`src/design/kcc_pkg.sv`:
```
`timescale 1ns / 1ps
// ----------------------------------------------------------------------------
// kcc_pkg
// Shared types, keyword table and category codes for the keyword category
// classifier.
// ----------------------------------------------------------------------------
package kcc_pkg;

	localparam int MATCH_WINDOW_DEFAULT = 10;
	localparam int KW_MAX               = 10;
	localparam int KW_COUNT             = 26;
	localparam int GROUP_COUNT          = 6;

	localparam logic [2:0] CAT_INSTRUMENT = 3'd0;
	localparam logic [2:0] CAT_OTHER      = 3'd6;

	typedef logic [7:0] byte_t;
	typedef logic [GROUP_COUNT-1:0] hits_t;

	// text right-aligned: the last character of a keyword sits in bits [7:0]
	localparam logic [KW_MAX*8-1:0] KW_TEXT [KW_COUNT] = '{
		"instrument", "generator", "synth", "sampler",
		"delay", "reverb", "echo",
		"distortion", "guitar", "bass", "drive", "saturat", "amp",
		"dynamics", "compressor", "comp", "limiter", "gate",
		"eq", "filter", "equalizer",
		"modulation", "chorus", "flanger", "phaser", "tremolo"
	};

	localparam logic [3:0] KW_LEN [KW_COUNT] = '{
		4'd10, 4'd9, 4'd5, 4'd7,
		4'd5, 4'd6, 4'd4,
		4'd10, 4'd6, 4'd4, 4'd5, 4'd7, 4'd3,
		4'd8, 4'd10, 4'd4, 4'd7, 4'd4,
		4'd2, 4'd6, 4'd9,
		4'd10, 4'd6, 4'd7, 4'd6, 4'd7
	};

	localparam logic [2:0] KW_GROUP [KW_COUNT] = '{
		3'd0, 3'd0, 3'd0, 3'd0,
		3'd1, 3'd1, 3'd1,
		3'd2, 3'd2, 3'd2, 3'd2, 3'd2, 3'd2,
		3'd3, 3'd3, 3'd3, 3'd3, 3'd3,
		3'd4, 3'd4, 3'd4,
		3'd5, 3'd5, 3'd5, 3'd5, 3'd5
	};

	// transaction handed from the front to the back
	typedef struct packed {
		logic       push;
		logic [2:0] category;
	} kcc_push_t;

	function automatic logic [2:0] pick_category(input hits_t hits, input logic inst);
		logic [2:0] cat;
		cat = CAT_OTHER;
		for (int g = GROUP_COUNT - 1; g >= 1; g--) begin
			if (hits[g]) begin
				cat = 3'(g);
			end
		end
		if (inst || hits[0]) begin
			cat = CAT_INSTRUMENT;
		end
		return cat;
	endfunction

endpackage

```
`src/design/kcc_front.sv`:
```
`timescale 1ns / 1ps
// ----------------------------------------------------------------------------
// kcc_front
// Folds each byte, keeps the recent-byte window, matches all keywords in
// parallel and keeps the sticky group hits; pushes a category on the final byte.
// ----------------------------------------------------------------------------
module kcc_front #(
	parameter int MATCH_WINDOW = kcc_pkg::MATCH_WINDOW_DEFAULT
) (
	input  logic              clk,
	input  logic              arst_n,
	input  logic              in_valid,
	input  logic [7:0]        char_byte,
	input  logic              is_instrument,
	input  logic              end_of_string,
	input  logic              full,
	output kcc_pkg::kcc_push_t push
);
	import kcc_pkg::*;

	byte_t window_q [MATCH_WINDOW-1];
	hits_t hits_q;
	logic  inst_q;

	logic  accept;
	byte_t folded;
	byte_t recent [MATCH_WINDOW];
	hits_t hits_new;
	logic  inst_new;

	assign accept = in_valid && !full;

	always_comb begin
		folded = (char_byte >= 8'h41 && char_byte <= 8'h5a) ? char_byte + 8'd32 : char_byte;
		recent[0] = folded;
		for (int i = 1; i < MATCH_WINDOW; i++) begin
			recent[i] = window_q[i-1];
		end
	end

	// parallel keyword compare
	always_comb begin
		logic hit;
		hits_new = hits_q;
		for (int k = 0; k < KW_COUNT; k++) begin
			hit = (int'(KW_LEN[k]) <= MATCH_WINDOW);
			for (int i = 0; i < KW_MAX; i++) begin
				if (4'(i) < KW_LEN[k] && recent[i] != KW_TEXT[k][8*i +: 8]) begin
					hit = 1'b0;
				end
			end
			if (hit) begin
				hits_new[KW_GROUP[k]] = 1'b1;
			end
		end
		inst_new = inst_q || is_instrument;
	end

	assign push.push     = accept && end_of_string;
	assign push.category = pick_category(hits_new, inst_new);

	always_ff @(posedge clk or negedge arst_n) begin
		if (!arst_n) begin
			hits_q <= '0;
			inst_q <= 1'b0;
			for (int i = 0; i < MATCH_WINDOW - 1; i++) begin
				window_q[i] <= '0;
			end
		end else if (accept) begin
			if (end_of_string) begin
				hits_q <= '0;
				inst_q <= 1'b0;
				for (int i = 0; i < MATCH_WINDOW - 1; i++) begin
					window_q[i] <= '0;
				end
			end else begin
				hits_q <= hits_new;
				inst_q <= inst_new;
				for (int i = 0; i < MATCH_WINDOW - 1; i++) begin
					window_q[i] <= recent[i];
				end
			end
		end
	end

endmodule

```
`src/design/kcc_back.sv`:
```
`timescale 1ns / 1ps
// ----------------------------------------------------------------------------
// kcc_back
// Two-entry result queue: an output register backed by a skid register.
// ----------------------------------------------------------------------------
module kcc_back (
	input  logic               clk,
	input  logic               arst_n,
	input  kcc_pkg::kcc_push_t push,
	output logic               full,
	output logic               out_valid,
	input  logic               out_stall,
	output logic [2:0]         category
);
	import kcc_pkg::*;

	logic       out_valid_q;
	logic [2:0] out_cat_q;
	logic       skid_valid_q;
	logic [2:0] skid_cat_q;
	logic       pop;

	assign pop       = out_valid_q && !out_stall;
	assign full      = skid_valid_q;
	assign out_valid = out_valid_q;
	assign category  = out_cat_q;

	always_ff @(posedge clk or negedge arst_n) begin
		if (!arst_n) begin
			out_valid_q  <= 1'b0;
			skid_valid_q <= 1'b0;
		end else if (!out_valid_q || pop) begin
			if (skid_valid_q) begin
				out_valid_q  <= 1'b1;
				skid_valid_q <= 1'b0;
			end else begin
				out_valid_q <= push.push;
			end
		end else if (push.push) begin
			skid_valid_q <= 1'b1;
		end
	end

	always_ff @(posedge clk) begin
		if (!out_valid_q || pop) begin
			out_cat_q <= skid_valid_q ? skid_cat_q : push.category;
		end else if (push.push) begin
			skid_cat_q <= push.category;
		end
	end

endmodule

```
`src/design/keyword_category_classifier_core.sv`:
```
`timescale 1ns / 1ps
// ----------------------------------------------------------------------------
// keyword_category_classifier_core
// Byte-stream keyword classifier: gives one category code per string.
// ----------------------------------------------------------------------------
// channel | direction | handshake             | payload
// input   | in        | in_valid / in_stall   | char_byte, is_instrument, end_of_string
// output  | out       | out_valid / out_stall | category
//
// one byte per cycle unless stalled; all keyword compares run in parallel in the front
// a category is registered in the result queue when its final byte is taken
// reset clears the window, group hits, instrument latch and result queue
// in_stall rises only when both result queue entries are occupied
// ----------------------------------------------------------------------------
module keyword_category_classifier_core #(
	parameter int MATCH_WINDOW = kcc_pkg::MATCH_WINDOW_DEFAULT
) (
	input  logic       clk,
	input  logic       arst_n,
	input  logic       in_valid,
	output logic       in_stall,
	input  logic [7:0] char_byte,
	input  logic       is_instrument,
	input  logic       end_of_string,
	output logic       out_valid,
	input  logic       out_stall,
	output logic [2:0] category
);
	import kcc_pkg::*;

	kcc_push_t push;
	logic      full;

	assign in_stall = full;

	kcc_front #(
		.MATCH_WINDOW(MATCH_WINDOW)
	) u_front (
		.clk          (clk),
		.arst_n       (arst_n),
		.in_valid     (in_valid),
		.char_byte    (char_byte),
		.is_instrument(is_instrument),
		.end_of_string(end_of_string),
		.full         (full),
		.push         (push)
	);

	kcc_back u_back (
		.clk      (clk),
		.arst_n   (arst_n),
		.push     (push),
		.full     (full),
		.out_valid(out_valid),
		.out_stall(out_stall),
		.category (category)
	);

endmodule

```
`config.mk`:
```
export PLATFORM = sky130hd
export DESIGN_NAME = keyword_category_classifier_core
export DESIGN_NICKNAME = d
export VERILOG_FILES = /design/src/design/kcc_pkg.sv /design/src/design/kcc_front.sv /design/src/design/kcc_back.sv /design/src/design/keyword_category_classifier_core.sv
export SDC_FILE = /design/constraint.sdc
export NUM_CORES = 1
export LEC_CHECK = 0
export BUFFER_PORTS_ARGS = -buffer_cell sky130_fd_sc_hd__buf_2
export CAP_MARGIN = 0
export CORE_ASPECT_RATIO = 1.4
export CORE_MARGIN = 3
export CORE_UTILIZATION = 40
export CTS_CLUSTER_DIAMETER = 60
export CTS_CLUSTER_SIZE = 40
export DETAILED_ROUTE_END_ITERATION = 7
export PLACE_DENSITY = 0.56
export SLEW_MARGIN = 20
export SYNTH_ARGS = -nofsm -noshare
export SYNTH_HDL_FRONTEND = slang
export SYNTH_SLANG_ARGS = --single-unit
export TNS_END_PERCENT = 50
```
`constraint.sdc`:
```
create_clock -name clk -period 7.6 [get_ports clk]
set_input_delay 0.76 -clock clk [delete_from_list [all_inputs] [get_ports clk]]
set_output_delay 0.76 -clock clk [all_outputs]
set_load 0.01 [all_outputs]
```
Yosys cells after proc, flatten, opt, wreduce, memory -nomap -nowiden. Index checks and enable logic that the tools add are counted.

Register bits: 87. Output and inout bits: 5. Logic and storage cells: 309.

$add $sub $neg: 1. $lt $le $gt $ge: 2. Equal/unequal tests: 97. Muxes and demuxes: 181. Bitwise operators: 1. Reductions and logical operators: 12.

Operators with widths (number): $ne 8x7->1 const B (97); $mux 1 (171); $mux 72 (1); $mux 3 (5); $add 8x6->8 const B (1); $ge 8x7->1 const B (1); $le 8x7->1 const B (1); $mux 8 (1); $mux 6 (1); $logic_and 1x1->1 (4); $mux 2 (2); $logic_not 1->1 (3); $logic_or 1x1->1 (3); $reduce_and 2->1 (1); $reduce_bool 2->1 (1); $not 1->1 (1).

Logic depth before layout (Yosys ltp).
Depth in word-level cells: 26. Mapped depth: 9.

Modules after synthesis. A second synthesis with hierarchy kept.

Cells, all modules: 645. Area, all modules: 5434.0 um^2.

Modules (own cells, without submodules): kcc_front (times used 1, cells each 630, area each 5139.9 um^2, seq. area each 1976.9 um^2); kcc_back (times used 1, cells each 15, area each 294.0 um^2, seq. area each 230.2 um^2).

Least setup slack after synthesis. OpenSTA, ideal clock, no wires.

Path kind: in2reg. From: input port char_byte[5]. To: register u_back.out_cat_q[1] (netlist: u_back.category[1]), data pin. Arrival time: 2.864 ns. Slack: 4.467 ns. Cell stages on the path: 9. Path through: ha_1 > nor2b_1 > o2111ai_1 > or4_1 > or4_1 > nand3_1 > a21oi_2 > a211oi_2 > o31ai_1.

Cells in the longest elaborated chain, start to end: 26. Elaborated cells on any way between the ends: 191. Classes of those cells: add/sub: 1; order compare: 2; eq/ne: 11; mux: 175; reduce/logical: 2.

Ends and longest elaborated chain: start, declared (line keyword_category_classifier_core.sv:22) `input logic [7:0] char_byte,`; $ge 8x7->1 / $le 8x7->1 (equally long branches) (line kcc_front.sv:34) `folded = (char_byte >= 8'h41 && char_byte <= 8'h5a) ? char_byte + 8'd32 : char_byte;`; $logic_and 1x1->1 (line kcc_front.sv:34); $mux 8 * (line kcc_front.sv:34); $ne 8x7->1 (line kcc_front.sv:48) `if (4'(i) < KW_LEN[k] && recent[i] != KW_TEXT[k][8*i +: 8]) begin`; $mux 1 (10 in a row) (line kcc_front.sv:48); $mux 1 (5 in a row) (line kcc_front.sv:52) `if (hit) begin`; $mux 2 (2 in a row) (line kcc_pkg.sv:58) `if (hits[g]) begin`; $mux 3 (3 in a row) (line kcc_pkg.sv:58); $mux 3 * (line kcc_pkg.sv:62) `if (inst || hits[0]) begin`; $mux 3 * (line kcc_back.sv:46) `out_cat_q <= skid_valid_q ? skid_cat_q : push.category;`; end signal, assigned (line kcc_back.sv:46); end, declared (line kcc_back.sv:18) `logic [2:0] out_cat_q;`.

Mark *: on every way between the ends. The rest lies on a longest branch, timed or not. A chain may end at the register's enable or synchronous reset.

Worst setup path after layout.
From: input port char_byte[5]. To: register u_back.out_cat_q[0] (netlist: u_back.category[0]), data pin.

Same word-level chain as after synthesis.

==> run summary <==
The run finished with clean final reports. The reported net switching power came out at 0.291 mW. After synthesis, flip-flops and latches occupy 41.9% of the total area. The width of the die is 103 um.

Hold repair after CTS inserted 0 buffers. Cells with a size suffix above 1 make up 7.27% of the layout. After global routing the overflow that remains totals 0.

The clock network fraction of total power came out at 45.2%. The clock network latency to the later pin of the worst-skew pair is 0.35 ns. The number of buffers created by CTS came out at 9. The endpoint kind of the worst setup timing path is a flop.

The slowest library cell on the worst path is sky130_fd_sc_hd__o2111ai_1. The initial antenna violation count is 0. Wire segments on met2 add up to 7930 um in the final route. The placed instances occupy a cell area of ~0.0054 mm2. Relative to the synthesized area, the layout overhead comes to 9.44%. By area, the combinational part of the netlist is dominated by simple AND/OR/NAND/NOR gates.

The first global-routing pass estimated 26,000 um of wire. The total routing usage reported by global routing is 23.2%. The average detailed-routed wire length per instance is ~21 um. Walking the worst path, the cells encountered are buf_2 > ha_1 > nor2b_1 > o2111ai_1 > or3_1 > nor2_1 > or4_1 > or3_1 > o31ai_2. The via density per instance came out at 6.20.

The biggest fanout along the worst timing path came out at 9. Among cell families on the critical path, the largest total delay comes from simple AND/OR/NAND/NOR gates. The post-layout instance area is 0.00576 mm2. The final critical-path share of the clock period is 43.5%. The remaining antenna violation count after routing came out at 0. The critical path is of the in -> reg type.

The number of buffers added for setup after CTS is 0. The sequential fraction of design power is 46.1%. The number of violations reported at the end of detailed-routing iteration 0 came out at around 310. The overall routed net length is 16,400 um. At the end of the flow, the number of nets in the layout was 629. The area fraction in and, or, nand and nor cells after synthesis came out at 46.7%. The number of global-route vias before repair is ~4,600.

On the final layout, the worst clock skew is 0.00722 ns. The number of hold violations in the final report is 0. Setup violations remaining at the end of the flow were counted as 0. The top achievable clock speed is 0.302 GHz. The quantity of gates resized following cts came out at 0. IR analysis of the VDD net gives a maximum drop of 103 uV. The critical path starts at char_byte[5]. The normalized max-slew margin came out at 43.2%.

The fraction of synthesized cell area in xor and xnor cells is 0%. The buffering stage count on the worst path with inverters included is 1. The gate count after technology mapping is 623. The count of pins on the block boundary came out at 19. The number of register bits inferred by synthesis is 87.

In the routed design, unresolved DRC markers number 0. The worst endpoint required time came out at 7.77 ns. The highest metal layer carrying signal wires in the routed design is met4. The worst setup slack after placement came out at around 4 ns. Port buffering added 18 buffers.

The number of inserted filler cells in the final layout came out at 1,276. The mux contribution to synthesized area came out at 0%. Averaged over all synthesized cells, the footprint is 8.45 um2.

The summed instance area of the synthesized netlist came out at 0.00526 mm2. The number of nets in the synthesized netlist came out at roughly 640. The repair_antennas step left the layout with diodes totalling 0.

The sum of negative setup slack is 0 ns. Setup repair after global routing left no endpoint under its margin. The combinational power share is under 10%. In this run the clock root is driven by a sky130_fd_sc_hd__clkbuf_16.

The wire length the detailed router placed on met1 came out at 7020 um. The initial cell density of the core is 41.7%. The detailed-route via count is ~4,800. The number of sinks driven by the clock tree is 87. The number of flops mapped to enable cells by yosys came out at 6.

The full die area is between 0.01 and 0.015 mm2. CTS built an H-tree with a depth of 3. The cell that appears most often on the critical path is sky130_fd_sc_hd__or3_1. The pin slew with the least headroom to its limit came out at 0.852 ns. The arrival time at the worst endpoint came out at 3.48 ns. In this run switching power makes up 26.1% of total power.

The longest clock path from root to sink contains 2 buffers. The initialized floorplan defines between 40 and 50 standard-cell rows. The CTS tree is built. STA classifies the critical path startpoint as a primary input.

The total of warnings raised by yosys is 0. The total count of max-transition violations in the final report is 0. The slack of the critical path is approximately 4.3 ns. The count of unique library cells instantiated by Yosys is 53. The shortest period the worst path allows is approximately 3.3 ns. The count of TritonRoute iterations in the first routing pass is 5.

The compound-cell area share of the yosys netlist is 7.11%. The largest net degree at the start of global routing is 85. The number of violations of the max-capacitance limit came out at 0. The met3 wire length is 738 um.

The share of synthesized registers carrying an async set or reset is a little over 90%. The global placement routability congestion came out at ~0.94. Among all flip-flop cells after synthesis, the most frequent one is sky130_fd_sc_hd__dfrtp_1.

The total core area is 0.0126 mm2. Measured on the finished design, the core utilization comes to 45.7%. Summed over all cells, the static leakage comes to approximately 2.5 nW. The power density over the cells came out at 194 mW/mm2. The startpoint identified for the worst register-to-register timing path is u_front.recent[71]$_DFFE_PN0P_. The path class of the tightest hold or removal check is in -> async.

The synthesized netlist devotes 0.238% of its cell area to adder and majority cells. The clock slew at the register clock pins of the worst setup and hold paths came out at approximately 0.07 ns. In this run the vertical extent of the chip is 142 um. The internal power component is 0.826 mW. The detailed placement HPWL came out at 11,400 um. The maximum single-stage delay on the critical path came out at 0.67 ns.
## state kept, by name, indices dropped and copies added (netlist names)
name,flops
u_back.category,3
u_back.full,1
u_back.out_valid,1
u_back.skid_cat_q,3
u_front.hits_q,6
u_front.inst_q,1
u_front.recent,72
## power by group through the flow
stage | Sequential [mW] | Clock [mW] | Combinational [mW]
floorplan | 0.508 | 0 | 0.0682
global placement | 0.523 | 0 | 0.0976
detailed placement | 0.523 | 0 | 0.0987
CTS | 0.514 | 0.519 | 0.0992
global route | 0.518 | 0.539 | 0.109
finish | 0.515 | 0.504 | 0.0972
## area by class of cell
cell class,count,area (um2),area share [%]
multi-input cells,482,2850,49.6
inverters,12,45.0,0.782
clock buffers,11,253,4.39
repair buffers,22,126,2.19
flip-flops and latches,87,2210,38.3
well taps,150,188,3.26
clock inverters,5,86.3,1.50
## final timing paths
kind	endpoint	cells past startpoint	slack, ns
worst max-delay path	u_back.category[0]$_DFFE_PN_	9	4.29
worst max register to register	u_back.category[0]$_DFFE_PN_	8	4.50
max in group asynchronous	u_front.recent[48]$_DFFE_PN0P_	1	6.62
worst min register to register	u_front.recent[6]$_DFFE_PN0P_	2	0.47
worst min-delay path	u_back.full$_DFFE_PN0P_	1	0.44
min in group clk	u_front.recent[6]$_DFFE_PN0P_	2	0.47
## logic make-up (layout without fill, tap and decap cells)
logic type                 count (synthesis)  after routing
and+or+nand+nor                          431            431
DFF                                       87             87
buffers and inverters                     54             50
AOI/OAI and AO/OA                         50             50
adders and majority gates                  1              1
## layer usage
metal  track usage (%)  vias to the layer above
li1                  -                     2234
met1              30.9                     2322
met2              36.6                      169
met3              3.00                       44
met4              11.5                        0
met5                 0                        -
## cell usage in the layout (no fill, tap or decap), types with 5 or more instances in the layout
cell type                   synthesis  final
sky130_fd_sc_hd__nand2_1          161    161
sky130_fd_sc_hd__dfrtp_1           81     81
sky130_fd_sc_hd__nand3b_1          70     70
sky130_fd_sc_hd__nor2_1            33     33
sky130_fd_sc_hd__nand4_1           23     23
sky130_fd_sc_hd__buf_2              1     17
sky130_fd_sc_hd__nor3_1            16     16
sky130_fd_sc_hd__nand3_1           15     15
sky130_fd_sc_hd__nor4_1            14     14
sky130_fd_sc_hd__nor2b_1           14     13
sky130_fd_sc_hd__nor4bb_1          12     12
sky130_fd_sc_hd__inv_1             12     12
sky130_fd_sc_hd__o31ai_1           11     11
sky130_fd_sc_hd__nand4b_1          10     10
sky130_fd_sc_hd__clkbuf_16          0      9
sky130_fd_sc_hd__a21oi_1            8      8
sky130_fd_sc_hd__or3_1              7      7
sky130_fd_sc_hd__and3_1             7      7
sky130_fd_sc_hd__nor4b_1            6      6
sky130_fd_sc_hd__and4b_1            6      6
sky130_fd_sc_hd__or4_1              6      6
sky130_fd_sc_hd__and2_1             6      6
sky130_fd_sc_hd__edfxtp_1           6      6
sky130_fd_sc_hd__or4b_1             5      5
## stage by stage
step | power, mW | std cells | hold WS, ns
final | 1.12 | 769 | 0.442
after detailed placement | 0.622 | 753 | 0.462
after global routing | 1.17 | 769 | 0.496
after global placement | 0.621 | 753 | 0.447
after floorplan | 0.577 | 623 | 0.430
after CTS | 1.13 | 769 | 0.477
## Yosys cell counts (all sizes together) (2+ instances only)
library cell	instances	area [um2]
nand2b	3	18.8
nand2	161	604
nand3b	70	526
o41ai	3	26.3
nor4b	6	52.6
nand4b	10	87.6
buf	2	16.3
nor3b	3	22.5
and4b	6	60.1
nand3	15	75.1
o21ai	5	25.0
and3b	2	17.5
a21oi	9	48.8
nor4	14	87.6
or4	6	45.0
a31oi	3	18.8
nand4	24	165
and4bb	2	25.0
o211ai	4	30.0
a22o	3	26.3
or4b	5	50.1
o31ai	12	95.1
edfxtp	6	180
nor4bb	12	120
nor2b	14	87.6
nor2	33	124
o2111ai	2	17.5
nand4bb	4	45.0
or3b	2	17.5
inv	12	45.0
nor3	16	80.1
dfrtp	81	2030
and3	7	43.8
a41oi	2	17.5
clkbuf	40	150
or3	7	43.8
and2	6	37.5
or2	2	12.5
Note: power is estimated with default switching activity, not from simulation.
